===== src/rtl/core/nhtlp_pkg.sv =====
// ----------------------------------------------------------------------------
// nhtlp_pkg
// shared types and codes for the linear-probe name hash table
// ----------------------------------------------------------------------------
package nhtlp_pkg;

   localparam int NAME_W  = 64;
   localparam int VALUE_W = 32;
   localparam int SIZE_W  = 9;

   typedef enum logic [1:0] {
      ACT_INSERT     = 2'd0,
      ACT_FIND_NAME  = 2'd1,
      ACT_FIND_VALUE = 2'd2,
      ACT_CLEAR      = 2'd3
   } action_type;

   typedef enum logic [1:0] {
      ST_OK        = 2'd0,
      ST_NOT_FOUND = 2'd1,
      ST_DUPLICATE = 2'd2,
      ST_FULL      = 2'd3
   } status_type;

   // zero every byte from the first nul onwards
   function automatic logic [NAME_W-1:0] clean_name(input logic [NAME_W-1:0] n);
      logic [NAME_W-1:0] r;
      logic              stop;
      r    = '0;
      stop = 1'b0;
      for (int i = 0; i < 8; i++) begin
         if (n[8*i +: 8] == 8'd0) stop = 1'b1;
         if (!stop) r[8*i +: 8] = n[8*i +: 8];
      end
      return r;
   endfunction

endpackage


===== src/rtl/core/nhtlp_mod.sv =====
// ----------------------------------------------------------------------------
// nhtlp_mod
// serial remainder of a 32-bit sum by the table size, one bit a cycle
// ----------------------------------------------------------------------------
module nhtlp_mod
   import nhtlp_pkg::*;
#(
   parameter int IDX_W = 8
) (
   input  logic              clock,
   input  logic              reset,
   input  logic              go,
   input  logic [31:0]       dividend,
   input  logic [IDX_W:0]    divisor,
   output logic              done,
   output logic [IDX_W-1:0]  remainder
);
   logic [31:0]      num_ff, num_in;
   logic [IDX_W+1:0] rem_ff, rem_in;
   logic [5:0]       cnt_ff, cnt_in;
   logic             run_ff, run_in;
   logic             done_ff, done_in;
   logic [IDX_W+1:0] trial;

   always_comb begin
      num_in  = num_ff;
      rem_in  = rem_ff;
      cnt_in  = cnt_ff;
      run_in  = run_ff;
      done_in = 1'b0;
      trial   = {rem_ff[IDX_W:0], num_ff[31]};
      if (go) begin
         num_in = dividend;
         rem_in = '0;
         cnt_in = 6'd0;
         run_in = 1'b1;
      end else if (run_ff) begin
         // restoring step, remainder stays below the divisor
         rem_in = (trial >= {1'b0, divisor}) ? trial - {1'b0, divisor} : trial;
         num_in = {num_ff[30:0], 1'b0};
         cnt_in = cnt_ff + 6'd1;
         if (cnt_ff == 6'd31) begin
            run_in  = 1'b0;
            done_in = 1'b1;
         end
      end
   end

   always_ff @(posedge clock) begin
      if (reset) begin
         run_ff  <= 1'b0;
         done_ff <= 1'b0;
         cnt_ff  <= '0;
      end else begin
         run_ff  <= run_in;
         done_ff <= done_in;
         cnt_ff  <= cnt_in;
      end
      num_ff <= num_in;
      rem_ff <= rem_in;
   end

   assign done      = done_ff;
   assign remainder = rem_ff[IDX_W-1:0];
endmodule


===== config.mk =====
export PLATFORM = sky130hd
export DESIGN_NAME = nhtlp_mod
export DESIGN_NICKNAME = d
export VERILOG_FILES = /design/src/rtl/core/nhtlp_pkg.sv /design/src/rtl/core/nhtlp_mod.sv
export SDC_FILE = /design/constraint.sdc
export NUM_CORES = 1
export LEC_CHECK = 0
export BUFFER_PORTS_ARGS = -buffer_cell sky130_fd_sc_hd__buf_2
export CAP_MARGIN = 20
export CORE_MARGIN = 2
export CORE_UTILIZATION = 35
export CTS_CLUSTER_SIZE = 8
export DETAILED_ROUTE_END_ITERATION = 8
export PLACE_DENSITY = 0.57
export SLEW_MARGIN = 5
export SYNTH_ARGS = -nofsm -noshare
export SYNTH_HDL_FRONTEND = slang
export SYNTH_SLANG_ARGS = --single-unit

===== constraint.sdc =====
create_clock -name clock -period 6.5 [get_ports clock]
set_input_delay 0.325 -clock clock [delete_from_list [all_inputs] [get_ports clock]]
set_output_delay 0.325 -clock clock [all_outputs]
set_load 0.01 [all_outputs]

# Word-level counts from Yosys, hierarchy flattened
# Index checks and enable logic that the tools add are counted.
[word_totals] wordCells=20 regBits=49 out_inout_bits=9 input_bits=44
[classes] n_mux=7 reduce_logical=3 n_bitwise=1 addsub=2 eq_ne=1 n_lt_le_gt_ge=1
[op_table] op="$mux 32" count=2
[op_table] op="$ge 10x9->1" count=1
[op_table] op="$mux 9" count=1
[op_table] op="$sub 9x9->9" count=1
[op_table] op="$add 6x1->6 const B" count=1
[op_table] op="$eq 6x5->1 const B" count=1
[op_table] op="$mux 1" count=4
[op_table] op="$reduce_or 3->1" count=1
[op_table] op="$reduce_bool 2->1" count=1
[op_table] op="$reduce_or 2->1" count=1
[op_table] op="$not 1->1" count=1

# Logic depth before layout (Yosys ltp)
[logic_depth] depth_word=4 mapped_depth=10 depth_no_buf=9

# Least setup slack after synthesis
# Ideal clock, no wire load.
[synth_path] kind="flip-flop to flip-flop" start="reg num_ff[31]" end="reg rem_ff[1]" synth_period_minus_slack_ns=2.291 path_buffers=1 path_slack_ns=4.209 stages_incl_launch_ff=11 required_ns=6.414 setup_ns=0.086 arrival_time_ns=2.206 path_cell_list="edfxtp_1 -> inv_1 -> ha_1 -> inv_1 -> fa_1 -> a21oi_1 -> a211oi_2 -> or3_1 -> buf_6 -> mux2i_1 -> a211oi_1"
[synth_between] elab_chain_len=2 word_cells_on_any_way=3 cone_classes="add/sub: 1; order compare: 1; mux: 1"
[synth_rtl] element="start: declaration" line="nhtlp_mod.sv:18" source="logic [31:0] num_ff, num_in;"
[synth_rtl] element="start signal: assignment" line="nhtlp_mod.sv:59" source="num_ff <= num_in;"
[synth_rtl] element="$sub 9x9->9 or $ge 10x9->1 (tied branches)" line="nhtlp_mod.sv:39" source="rem_in = (trial >= {1'b0, divisor}) ? trial - {1'b0, divisor} : trial;"
[synth_rtl] element="$mux 9 (*)" line="nhtlp_mod.sv:39"
[synth_rtl] element="end signal: assignment" line="nhtlp_mod.sv:60" source="rem_ff <= rem_in;"
[synth_rtl] element="end: declaration" line="nhtlp_mod.sv:19" source="logic [IDX_W+1:0] rem_ff, rem_in;"
# Every way passes the cells marked *; elsewhere a longest branch is shown, timed or not.
# A chain may end at the register's enable or synchronous reset.

# Worst setup path in the final report
# Ends and elaborated chain as after synthesis.

==> impl_metrics.py <==
metrics = {
    "outcome": {
        "status": "completed",
    },
    "logic_synthesis": {
        "synth_fa_ha_area_share_pct": 5.64,
        "synth_xor_area_share_pct": 3.40,
        "ys_warn_count": 0,
        "syn-num-nets": 276,
        "yosysSeqAreaShare_pct": 50.5,
        "synth_top_family_by_area": "multiplexers",
        "syn_area_per_cell_um2": 11.7,
        "ys_seq_elements": 49,
        "synth_mux_area_share_pct": 14.7,
        "synth-compound-area-share_pct": 10.5,
        "synthCells": 221,
        "netlist_area_um2": 2570,
        "netlist-cell-type-count": 42,
        "synth_simple_gate_area_share_pct": 9.09,
    },
    "floorplan": {
        "die_w_um": 89.8,
        "die_y_um": 89.8,
        "die_area_um2": 8060,
        "coreArea_um2": 7180,
        "row_count": 31,
        "io_pins": 53,
        "initial_core_util_pct": 35.9,
    },
    "clock_network": {
        "path_clk_slew_ns": 0.08,
        "ctsHoldBuffers": 0,
        "clock-sinks": 49,
        "postCtsSetupBuffers": 0,
        "cts-buffers-inserted": 5,
        "cts_resized": 0,
        "cts_tree": "yes",
        "h-tree-depth": 2,
        "cts_buffer_depth": 2,
        "clk_latency_ns": 0.29,
        "root_buffer": "clkbuf_8",
    },
    "setup_path": {
        "start_kind": "flip-flop",
        "critPathKind": "reg -> reg",
        "worstSetupEndpointType": "flip-flop",
        "r2r_slack_ns": 3.94,
        "reg2reg_depth": 9,
        "r2r-start": "num_ff[31]",
        "crit_buf_inv": 2,
        "r2r_end": "rem_ff[1]",
        "arrival_ns": 2.76,
        "crit_slowest_cell": "or3_1",
        "cpMostUsedCell": "inv_1",
        "critPathMaxFanout": 9,
        "path_delay_family": "compound AO/OA/AOI/OAI gates",
        "required_ns": 6.70,
        "crit_chain": "inv_1 > ha_1 > inv_1 > fa_1 > a21oi_1 > a211oi_2 > or3_1 > mux2i_1 > a211oi_1",
        "worst_path_largest_cell_delay_ns": 0.56,
    },
    "cells_and_area": {
        "area_growth_pct": 13.7,
        "layout_commonest_cell": "buf_2",
        "antenna_cells": 0,
        "final_cell_mix": "buf_2 (52), edfxtp_1 (32), mux2_2 (31)",
        "layout-drive-gt1-share_pct": 36.1,
        "final_nets": 317,
    },
    "timing": {
        "setup_viol": 0,
        "final.setup.worst_slack_ns": 3.94,
        "period_minus_slack_ns": 2.56,
        "rsz0062_at_grt": "no",
        "tightestPinTransition_ns": 0.948,
        "fin_tns_setup_ns": 0,
        "relSlewSlack_pct": 36.8,
        "post-route-period-util_pct": 39.4,
        "finalMaxSlewViolations": 0,
        "max_freq_mhz": 390,
        "finalHoldViolCount": 0,
        "finalClockSkew_ns": 0.00684,
    },
    "global_routing": {
        "antenna_found_initial": 0,
        "gr-total-overflow": 0,
        "grt_max_degree": 47,
        "grt_pass1_wl_um": 7780,
        "grt_usage_pct": 11.9,
        "grt_pass1_vias": 1624,
    },
    "power": {
        "sequentialPowerShare_pct": 56.2,
        "power_density_nw_per_um2": 230,
        "power_w": 0.000674,
        "p_int_w": 0.000502,
        "leakagePower_nw": 1.19,
        "clockPowerShare_pct": 25.0,
        "p_sw_w": 0.000172,
        "ir_drop_mv": 0.136,
        "p_comb_share_pct": 18.8,
        "p_sw_share_pct": 25.5,
    },
    "drt": {
        "post-route-drc-count": 0,
        "routed_wl_um": 4680,
        "wl_per_cell_um": 12.9,
        "vias_per_cell": 4.80,
        "vias": 1738,
        "firstDrtPassIters": 4,
        "ant_nets": 0,
        "drt_iter0_markers": 84,
    },
    "min_path": {
        "hold_depth": 2,
        "hold_path.class": "in -> reg",
        "min_to": "run_ff",
        "worstHoldStart": "reset",
    },
    "place": {
        "pre_cts_ws_ns": 3.95,
        "portBuffers": 52,
        "place_congestion": 0.794,
        "hpwl_um": 3330,
    },
    "flow_run": {
        "maxCapViolCount": 0,
    },
}
-- power by group through the flow --
stage               clock network [W]  registers (W)  logic [W]
floorplan                           0       0.000379   0.000105
global placement                    0       0.000386   0.000127
detailed placement                  0       0.000386   0.000128
CTS                          0.000178       0.000379   0.000129
global route                 0.000191       0.000382   0.000144
finish                       0.000168       0.000379   0.000127
-- worst max-delay path by stage --
| stage | depth (start not counted) | endpoint | from | slack, ns |
|---|---|---|---|---|
| global route | 9 | rem_ff[1] | num_ff[31] | 3.66 |
| CTS | 9 | rem_ff[1] | num_ff[31] | 3.92 |
| floorplan | 10 | rem_ff[1] | num_ff[31] | 4.21 |
| detailed placement | 9 | rem_ff[1] | num_ff[31] | 3.95 |
| global placement | 9 | rem_ff[1] | num_ff[31] | 4.04 |
| finish | 9 | rem_ff[1] | num_ff[31] | 3.94 |
-- synth_stat cells, drive strengths merged --
cell type,count,area share [%]
ha,10,4.9
or2,2,0.49
nand2b,1,0.24
a21oi,12,2.5
and2,1,0.24
a31oi,2,0.49
inv,12,1.7
o21a,1,0.29
a311oi,3,1.0
mux2i,3,1.2
nor2,15,2.2
a31o,1,0.34
xor2,7,2.4
nand2,13,1.9
buf,14,3.8
a211oi,3,1.1
edfxtp,32,37
o31ai,2,0.58
nand4,3,0.73
a21o,2,0.58
a211o,2,0.68
nor4b,1,0.34
nand3,5,0.97
or3,3,0.73
dfxtp,17,13
nor3,1,0.19
o21ai,3,0.58
mux2,31,14
clkbuf,4,0.58
fa,1,0.78
o2111ai,2,0.68
xnor2,3,1.0
nor2b,2,0.49
nor3b,2,0.58
a41o,1,0.39
o211ai,2,0.58
a21bo,1,0.39
o41ai,1,0.34
-- state kept, by name, summed over array words and instances (netlist names) --
register	cells
done	1
run_ff	1
cnt_ff	6
num_ff	32
rem_ff	9
-- cell families (layout without fill, tap and decap cells) --
family,after synthesis,count (layout)
DFF,49,49
and+or+nand+nor,49,49
AOI/OAI and AO/OA,38,38
muxes,34,34
buffers and inverters,30,72
adders and majority gates,11,11
xor gates and xnor gates,10,10
-- routing by layer --
layer	global-route usage [%]	up-vias	wire, um
met4	3.46	0	42
met3	3.19	5	169
li1	-	878	-
met2	18.1	33	2170
met5	0	-	0
met1	16.7	822	2300
-- stage by stage --
step | utilization, % | hold slack [ns] | area (um2) | std cells
6_report | 40.8 | 0.190 | 2930 | 362
3_3_place_gp | 39.7 | 0.472 | 2850 | 354
2_1_floorplan | - | 0.397 | 2570 | 221
5_1_grt | 40.8 | 0.172 | 2930 | 362
3_5_place_dp | 39.7 | 0.482 | 2850 | 354
4_1_cts | 40.8 | 0.177 | 2930 | 362
-- final cells by class --
class | count | area [um2]
multi-input combinational | 142 | 1120
timing repair buffer | 52 | 260
fill | 713 | 4250
sequential | 49 | 1300
clock buffer | 7 | 76.3
inverter | 12 | 45.0
clock inverter | 1 | 5.00
tap | 99 | 124
No activity file was read; power rests on OpenSTA's default activity.
